### config.mk
export PLATFORM = sky130hd
export DESIGN_NAME = esc_div
export DESIGN_NICKNAME = d
export VERILOG_FILES = /design/src/sv/esc_pkg.sv /design/src/sv/esc_div.sv
export SDC_FILE = /design/constraint.sdc
export NUM_CORES = 2
export LEC_CHECK = 0
export BUFFER_PORTS_ARGS = -buffer_cell sky130_fd_sc_hd__buf_2
export CAP_MARGIN = 25
export CORE_MARGIN = 8
export CORE_UTILIZATION = 40
export CTS_CLUSTER_SIZE = 24
export DETAILED_ROUTE_END_ITERATION = 6
export PLACE_DENSITY_LB_ADDON = 0.15
export SLEW_MARGIN = 20
export SYNTH_ARGS = -nofsm -noshare
export SYNTH_HDL_FRONTEND = slang
export SYNTH_SLANG_ARGS = --single-unit
### constraint.sdc
create_clock -name clk_i -period 8.6 [get_ports clk_i]
set_input_delay 1.72 -clock clk_i [delete_from_list [all_inputs] [get_ports clk_i]]
set_output_delay 1.72 -clock clk_i [all_outputs]
set_load 0.02 [all_outputs]
### src/sv/esc_pkg.sv
`default_nettype none
package esc_pkg;

  typedef struct packed {
    logic [19:0] adc_temperature;
    logic [19:0] adc_pressure;
    logic [15:0] adc_humidity;
  } in_t;

  typedef struct packed {
    logic [31:0] temperature_centi;
    logic [31:0] pressure_pa;
    logic [16:0] humidity_q10;
  } out_t;

  // sideband carried alongside the divider
  typedef struct packed {
    logic [31:0] temp;
    logic [16:0] hum;
    logic        dbl;   // quotient needs doubling
    logic        zero;  // divisor was zero
  } div_side_t;

  localparam int unsigned DIV_W = 32;

  // register indexes
  localparam logic [2:0] REG_TEMP    = 3'd0;
  localparam logic [2:0] REG_PRESS_A = 3'd1;
  localparam logic [2:0] REG_PRESS_B = 3'd2;
  localparam logic [2:0] REG_PRESS_C = 3'd3;
  localparam logic [2:0] REG_HUM     = 3'd4;

  localparam logic [31:0] P_OFS      = 32'd64000;
  localparam logic [31:0] P_ONE      = 32'd32768;
  localparam logic [31:0] P_FULL     = 32'd1048576;
  localparam logic [31:0] P_SCALE    = 32'd3125;
  localparam logic [31:0] SIGN32     = 32'h8000_0000;
  localparam logic [31:0] H_OFS      = 32'd76800;
  localparam logic [31:0] H_RND      = 32'd16384;
  localparam logic [31:0] H_INNER    = 32'd32768;
  localparam logic [31:0] H_BIAS     = 32'd2097152;
  localparam logic [31:0] H_RND2     = 32'd8192;
  localparam logic [31:0] H_MAX      = 32'd419430400;
  localparam logic [31:0] T_RND      = 32'd128;
  localparam logic [31:0] T_MUL      = 32'd5;

  function automatic logic [31:0] asr(input logic [31:0] x, input logic [4:0] s);
    return $unsigned($signed(x) >>> s);
  endfunction

  function automatic logic [31:0] sx16(input logic [15:0] v);
    return {{16{v[15]}}, v};
  endfunction

  function automatic logic [31:0] sx8(input logic [7:0] v);
    return {{24{v[7]}}, v};
  endfunction

endpackage
`default_nettype wire

### src/sv/esc_div.sv
`default_nettype none
// Restoring unsigned divider, one quotient bit per stage.
module esc_div #(
  parameter int unsigned DivW  = esc_pkg::DIV_W,
  parameter int unsigned SideW = 1
) (
  input  wire logic              clk_i,
  input  wire logic              rst_ni,
  input  wire logic              en_i,
  input  wire logic              valid_i,
  input  wire logic [DivW-1:0]   dividend_i,
  input  wire logic [DivW-1:0]   divisor_i,
  input  wire logic [SideW-1:0]  side_i,
  output logic                   valid_o,
  output logic [DivW-1:0]        quot_o,
  output logic [SideW-1:0]       side_o
);

  logic [DivW-1:0]  vld_q;
  logic [DivW:0]    rem_q [DivW];
  logic [DivW-1:0]  num_q [DivW];
  logic [DivW-1:0]  den_q [DivW];
  logic [SideW-1:0] side_q [DivW];

  always_ff @(posedge clk_i or negedge rst_ni) begin
    if (!rst_ni) begin
      vld_q <= '0;
    end else if (en_i) begin
      vld_q <= {vld_q[DivW-2:0], valid_i};
    end
  end

  for (genvar k = 0; k < DivW; k++) begin : g_stage
    logic [DivW:0]    rem_in;
    logic [DivW-1:0]  num_in;
    logic [DivW-1:0]  den_in;
    logic [SideW-1:0] side_in;
    logic [DivW:0]    rem2;
    logic             ge;

    if (k == 0) begin : g_first
      assign rem_in  = '0;
      assign num_in  = dividend_i;
      assign den_in  = divisor_i;
      assign side_in = side_i;
    end else begin : g_next
      assign rem_in  = rem_q[k-1];
      assign num_in  = num_q[k-1];
      assign den_in  = den_q[k-1];
      assign side_in = side_q[k-1];
    end

    assign rem2 = {rem_in[DivW-1:0], num_in[DivW-1]};
    assign ge   = rem2 >= {1'b0, den_in};

    always_ff @(posedge clk_i) begin
      if (en_i) begin
        rem_q[k]  <= ge ? (rem2 - {1'b0, den_in}) : rem2;
        num_q[k]  <= {num_in[DivW-2:0], ge};
        den_q[k]  <= den_in;
        side_q[k] <= side_in;
      end
    end
  end

  assign valid_o = vld_q[DivW-1];
  assign quot_o  = num_q[DivW-1];
  assign side_o  = side_q[DivW-1];

endmodule
`default_nettype wire

# [Word level (Yosys, flattened, before mapping)]
# Memories as Yosys holds them, arrays and structs flattened.
# Index checks and enable logic that the tools add are counted.
# Widths: inputs -> output; s select.
[classes] shifts=0 reduce_logical=0 div=0 mul=0 addsub=32 magnitude_cmp=32 mux=34 bitwise=0 n_eq_ne=0
[op_table] operator="$mux 33" n=32
[op_table] operator="$ge 33x32->1" n=31
[op_table] operator="$sub 33x32->33" n=31
[op_table] operator="$sub 1x32->33" n=1
[op_table] operator="$ge 1x32->1" n=1
[op_table] operator="$mux 1" n=2
[totals] mem_count=4 in_bits=69 ramBits=3136 register_bits=32 latchBits=0 mem_bits_ro=0
[mem_list] memory="rem_q" depth=32 width=33 read_ports=31 rd_clocked_by_memory_dff=0 write_ports=32 line="esc_div.sv:20" rtl="logic [DivW:0] rem_q [DivW];"
[mem_list] memory="den_q" depth=32 width=32 read_ports=31 rd_clocked_by_memory_dff=0 write_ports=32 line="esc_div.sv:22" rtl="logic [DivW-1:0] den_q [DivW];"
[mem_list] memory="num_q" depth=32 width=32 read_ports=32 rd_clocked_by_memory_dff=0 write_ports=32 line="esc_div.sv:21" rtl="logic [DivW-1:0] num_q [DivW];"
[mem_list] memory="side_q" depth=32 width=1 read_ports=32 rd_clocked_by_memory_dff=0 write_ports=32 line="esc_div.sv:23" rtl="logic [SideW-1:0] side_q [DivW];"

# [Logic depth before layout (Yosys ltp)]
# An unclocked memory read counts as a cell.
[logic_depth] ltp_word=3 depth_mapped=15 mapped_depth_nobuf=13

# [Worst setup path after synthesis]
# No wires, ideal clock.
[synth_path] path_kind="in2reg" start="input divisor_i[29]" end="memory rem_q[0][0] (netlist bit), data pin" stages=6 t_arrival_ns=3.228 setup_slack_ns=5.107 cell_sequence="nor4_1 -> nand4_1 -> nor4_1 -> o21a_1 -> clkbuf_1 -> a21oi_1"
[synth_rtl] element="from (decl)" line="esc_div.sv:12" rtl="input wire logic [DivW-1:0] divisor_i,"
[synth_rtl] element="to (decl)" line="esc_div.sv:20"

==> results by group <==
Floorplanning
  – Initial Util: 0.401
  – IO Pins: 103
  – Core Area: 392,000 µm²
  – Die width: 643 µm
  – DIE AREA: 414,000 µm²
  – Die Height: 643 µm
  – # rows: 230

Critical path
  – Buf/Inv on CP: 2
  – R2R depth: 12
  – WP data required: 9.28 ns
  – CP startpoint kind: flip-flop
  – Terminus of the critical flop-to-flop path: rem_q[1][492]
  – Worst r2r src: rem_q[1][434]
  – Worst path cell trace: ha_1, a21o_1, a21oi_1, nor2b_1, a311oi_1, nand3_1, a31oi_1, o211ai_1, a2111oi_4, buf_4, inv_1, mux2_2
  – Crit path max-delay family: compound AO/OA/AOI/OAI gates
  – Critical path type: reg2reg
  – Crit path max fanout: 56
  – CP endpoint kind: flip-flop
  – Slowest cell on crit path: buf_4
  – FF-to-FF setup slack: 4.19 ns
  – Slowest stage delay, CP: 0.51 ns
  – Arrival @ worst endpoint: 5.09 ns

Logic synthesis
  – Post-synthesis compound-gate area fraction: 0.129
  – Mux contribution to synthesized area: 0.0423
  – Synth area leader: edfxtp_1
  – Primary FF master, synth: edfxtp_1
  – Top post-synthesis cells by area: edfxtp_1 (58%), ha_1 (7.9%), mux2_2 (3.9%)
  – Post-Synth XOR/XNOR Area: 0.0443
  – Cells after Synth: 12,800
  – Post-Synth Adder-Cell Area: 0.0828
  – Area share of the largest cell type after synthesis: 0.580
  – Syn_area_per_cell: 12.3 µm²
  – Synth Cell Area: 157,000 µm²
  – EDFF count, synth: 3,040
  – Simple-gate share of the synthesized area: 0.0777
  – Ys Warns: 0
  – Synth cell types: 106
  – Main combinational cell family by area after synthesis: compound AO/OA/AOI/OAI gates
  – Synthesized flop and latch total: 3,072
  – Synth Net Count: 13,900
  – Seq/Total Area, Yosys: 0.585
  – Post-synthesis async set-or-reset flop share: 0.0104

Final layout
  – Nets@finish: 14,100
  – Final core occ: 0.448
  – Layout cells sized above 1: 0.102
  – Area growth from synthesis to layout: 11.6%
  – Post-route non-filler standard cell count: 18,500
  – Final instance area: 176,000 µm²

Routing
  – Vias: 99,000
  – Wire length per cell: 20.9 µm
  – Post-Route WL: 388 mm
  – Starting DRT DRC Count: 7,367
  – Pre-antenna DRT Iters: 7
  – DRC viols: 0
  – Post-DRT Antenna Nets: 0
  – Routed vias/inst: 5.34

Timing
  – Final Worst Setup Slack: 4.19 ns
  – Worst slew pin tran: 1.18 ns
  – Period utilization: 0.513
  – Final hold vios: 0
  – Unrepaired setup endpoints after global routing: no
  – Final hold slack: 0.399 ns
  – Setup_tns: 0 ns
  – Max Fclk: 227 MHz
  – Final Max Slew Viols: 0
  – Tmin final: 4.41 ns
  – Clock Skews: 0.0405 ns
  – Worst slew margin: 0.211
  – Setup violators final: 0

GRT
  – Total gr overflow: 0
  – Gr usage total: 0.181
  – Vias in the first global route: 98,400
  – First-pass GRT wire length: 593 mm
  – Initial antenna violation count: 11
  – Largest net degree at the start of global routing: 176

Power and ir drop
  – LEAKAGE: 69.7 nW
  – Total power: 67.4 mW
  – Power Dens Cells: 383 nW/µm²
  – VDD IR max: 177 µV

Clock network
  – CTS resizes: 0
  – Total CTS buffers: 351
  – CTS Buffer Depth: 4
  – CTS tree: done
  – # H-tree levels: 5
  – Post-CTS Setup Bufs: 0
  – Worst-path clk slew: 0.06 ns
  – Clk_lat worst skew: 0.95 ns
  – Hold Buf Count CTS: 0
  – CTS sink cnt: 3,072
  – Clock Tree Root: clkbuf_16

Placed design
  – Post-placement setup slack: 4.27 ns
  – Placed Area: 164,000 µm²
  – Port buffer count: 102
  – HPWL Detailed: 287 mm
  – Placer Congestion: 0.914
  – Placed Instances: 17,900

Outcome
  – Status: complete, no violations

Job
  – Max Cap Violations: 0

Hold path
  – Hold Crit Class: reg2reg
  – Hold wc startpoint: num_q[0][176]
  – Cell depth of the worst hold path: 0
  – Hold Path End: num_q[0][209]
==> worst max-delay path by stage <==
stage | from | to | slack, ns | depth (start not counted)
after CTS | rem_q[0][132] | rem_q[0][172] | 4.24 | 11
after floorplan | divisor_i[29] | rem_q[0][0] | 5.11 | 6
after detailed placement | rem_q[1][434] | rem_q[1][492] | 4.27 | 12
after global routing | rem_q[1][434] | rem_q[1][492] | 3.90 | 12
final | rem_q[1][434] | rem_q[1][492] | 4.19 | 12
after global placement | den_q[0][129] | rem_q[0][172] | 4.30 | 12
==> final cells by class <==
class,instances,area [µm²]
clock inverters,224,2450
inverters,1247,4680
well taps,5220,6530
repair buffers,177,1330
diodes,2,5.00
clock buffers,419,9200
flip-flops and latches,3072,92100
fillers,35800,217000
multi-input cells,8171,59500
==> cells in the mapped netlist (162+ instances only) <==
cell	instances
nor2_1	684
mux2_2	549
nand3_1	224
inv_1	1246
a21oi_1	1019
o21ai_0	604
nand2_1	720
edfxtp_1	3040
ha_1	994
clkbuf_1	241
xnor2_1	472
nand4_1	180
a21o_1	533
o21a_1	162
xor2_1	325
==> metal layers <==
layer / routed length [µm] / vias to the layer above / part of all wire / GRT usage
met5: 0 / - / 0 / 0
met1: 171000 / 48400 / 0.44 / 0.240
li1: - / 47900 / - / -
met4: 10800 / 0 / 0.028 / 0.0496
met3: 16100 / 584 / 0.042 / 0.0213
met2: 190000 / 2145 / 0.49 / 0.314
==> kinds of logic after synthesis <==
| kind of cell | Yosys count |
|---|---|
| AOI/OAI and AO/OA | 3189 |
| muxes | 596 |
| buffers and inverters | 1579 |
| DFF | 3072 |
| adders and majority gates | 1024 |
| and+or+nand+nor | 2565 |
| xor gates and xnor gates | 797 |
==> placed cells by master, fill, tap and decap left out, types with 47 or more instances in the layout <==
cell	instances
clkbuf_16	356
o31ai_1	80
nand2_1	720
clkinv_2	47
ha_1	994
a31oi_1	102
xor2_1	325
o21a_1	162
nand4_1	180
xnor2_1	472
o21ai_0	604
inv_1	1245
nand2b_1	95
a21o_1	531
and3_1	110
edfxtp_1	3040
nor2b_1	142
a21oi_1	1019
nor2_1	681
nor3_1	149
nand3_1	224
mux2_2	549
or3_1	47
clkbuf_1	58
clkinv_1	82
buf_2	101
a21boi_0	50
buf_4	56
a211oi_1	73
nor4_1	50
o21bai_1	134
==> power by group <==
part,switching [mW],internal (mW)
clock,6.26,8.81
combinational,16.1,12.4
sequential,2.37,21.4
total,24.8,42.6
==> worst register-to-register path, cell delays in order (launching register included) <==
cell	delay (ns)
edfxtp_1	0.40
ha_1	0.38
a21o_1	0.20
a21oi_1	0.13
nor2b_1	0.06
a311oi_1	0.42
nand3_1	0.33
a31oi_1	0.46
o211ai_1	0.22
a2111oi_4	0.44
buf_4	0.51
inv_1	0.30
mux2_2	0.32
==> registers in the layout, summed over array words and instances, names as in the netlist <==
register and count:
den_q 992, num_q 1024, rem_q 992, side_q 32, vld_q 32
(Power assumes the default switching activity.)
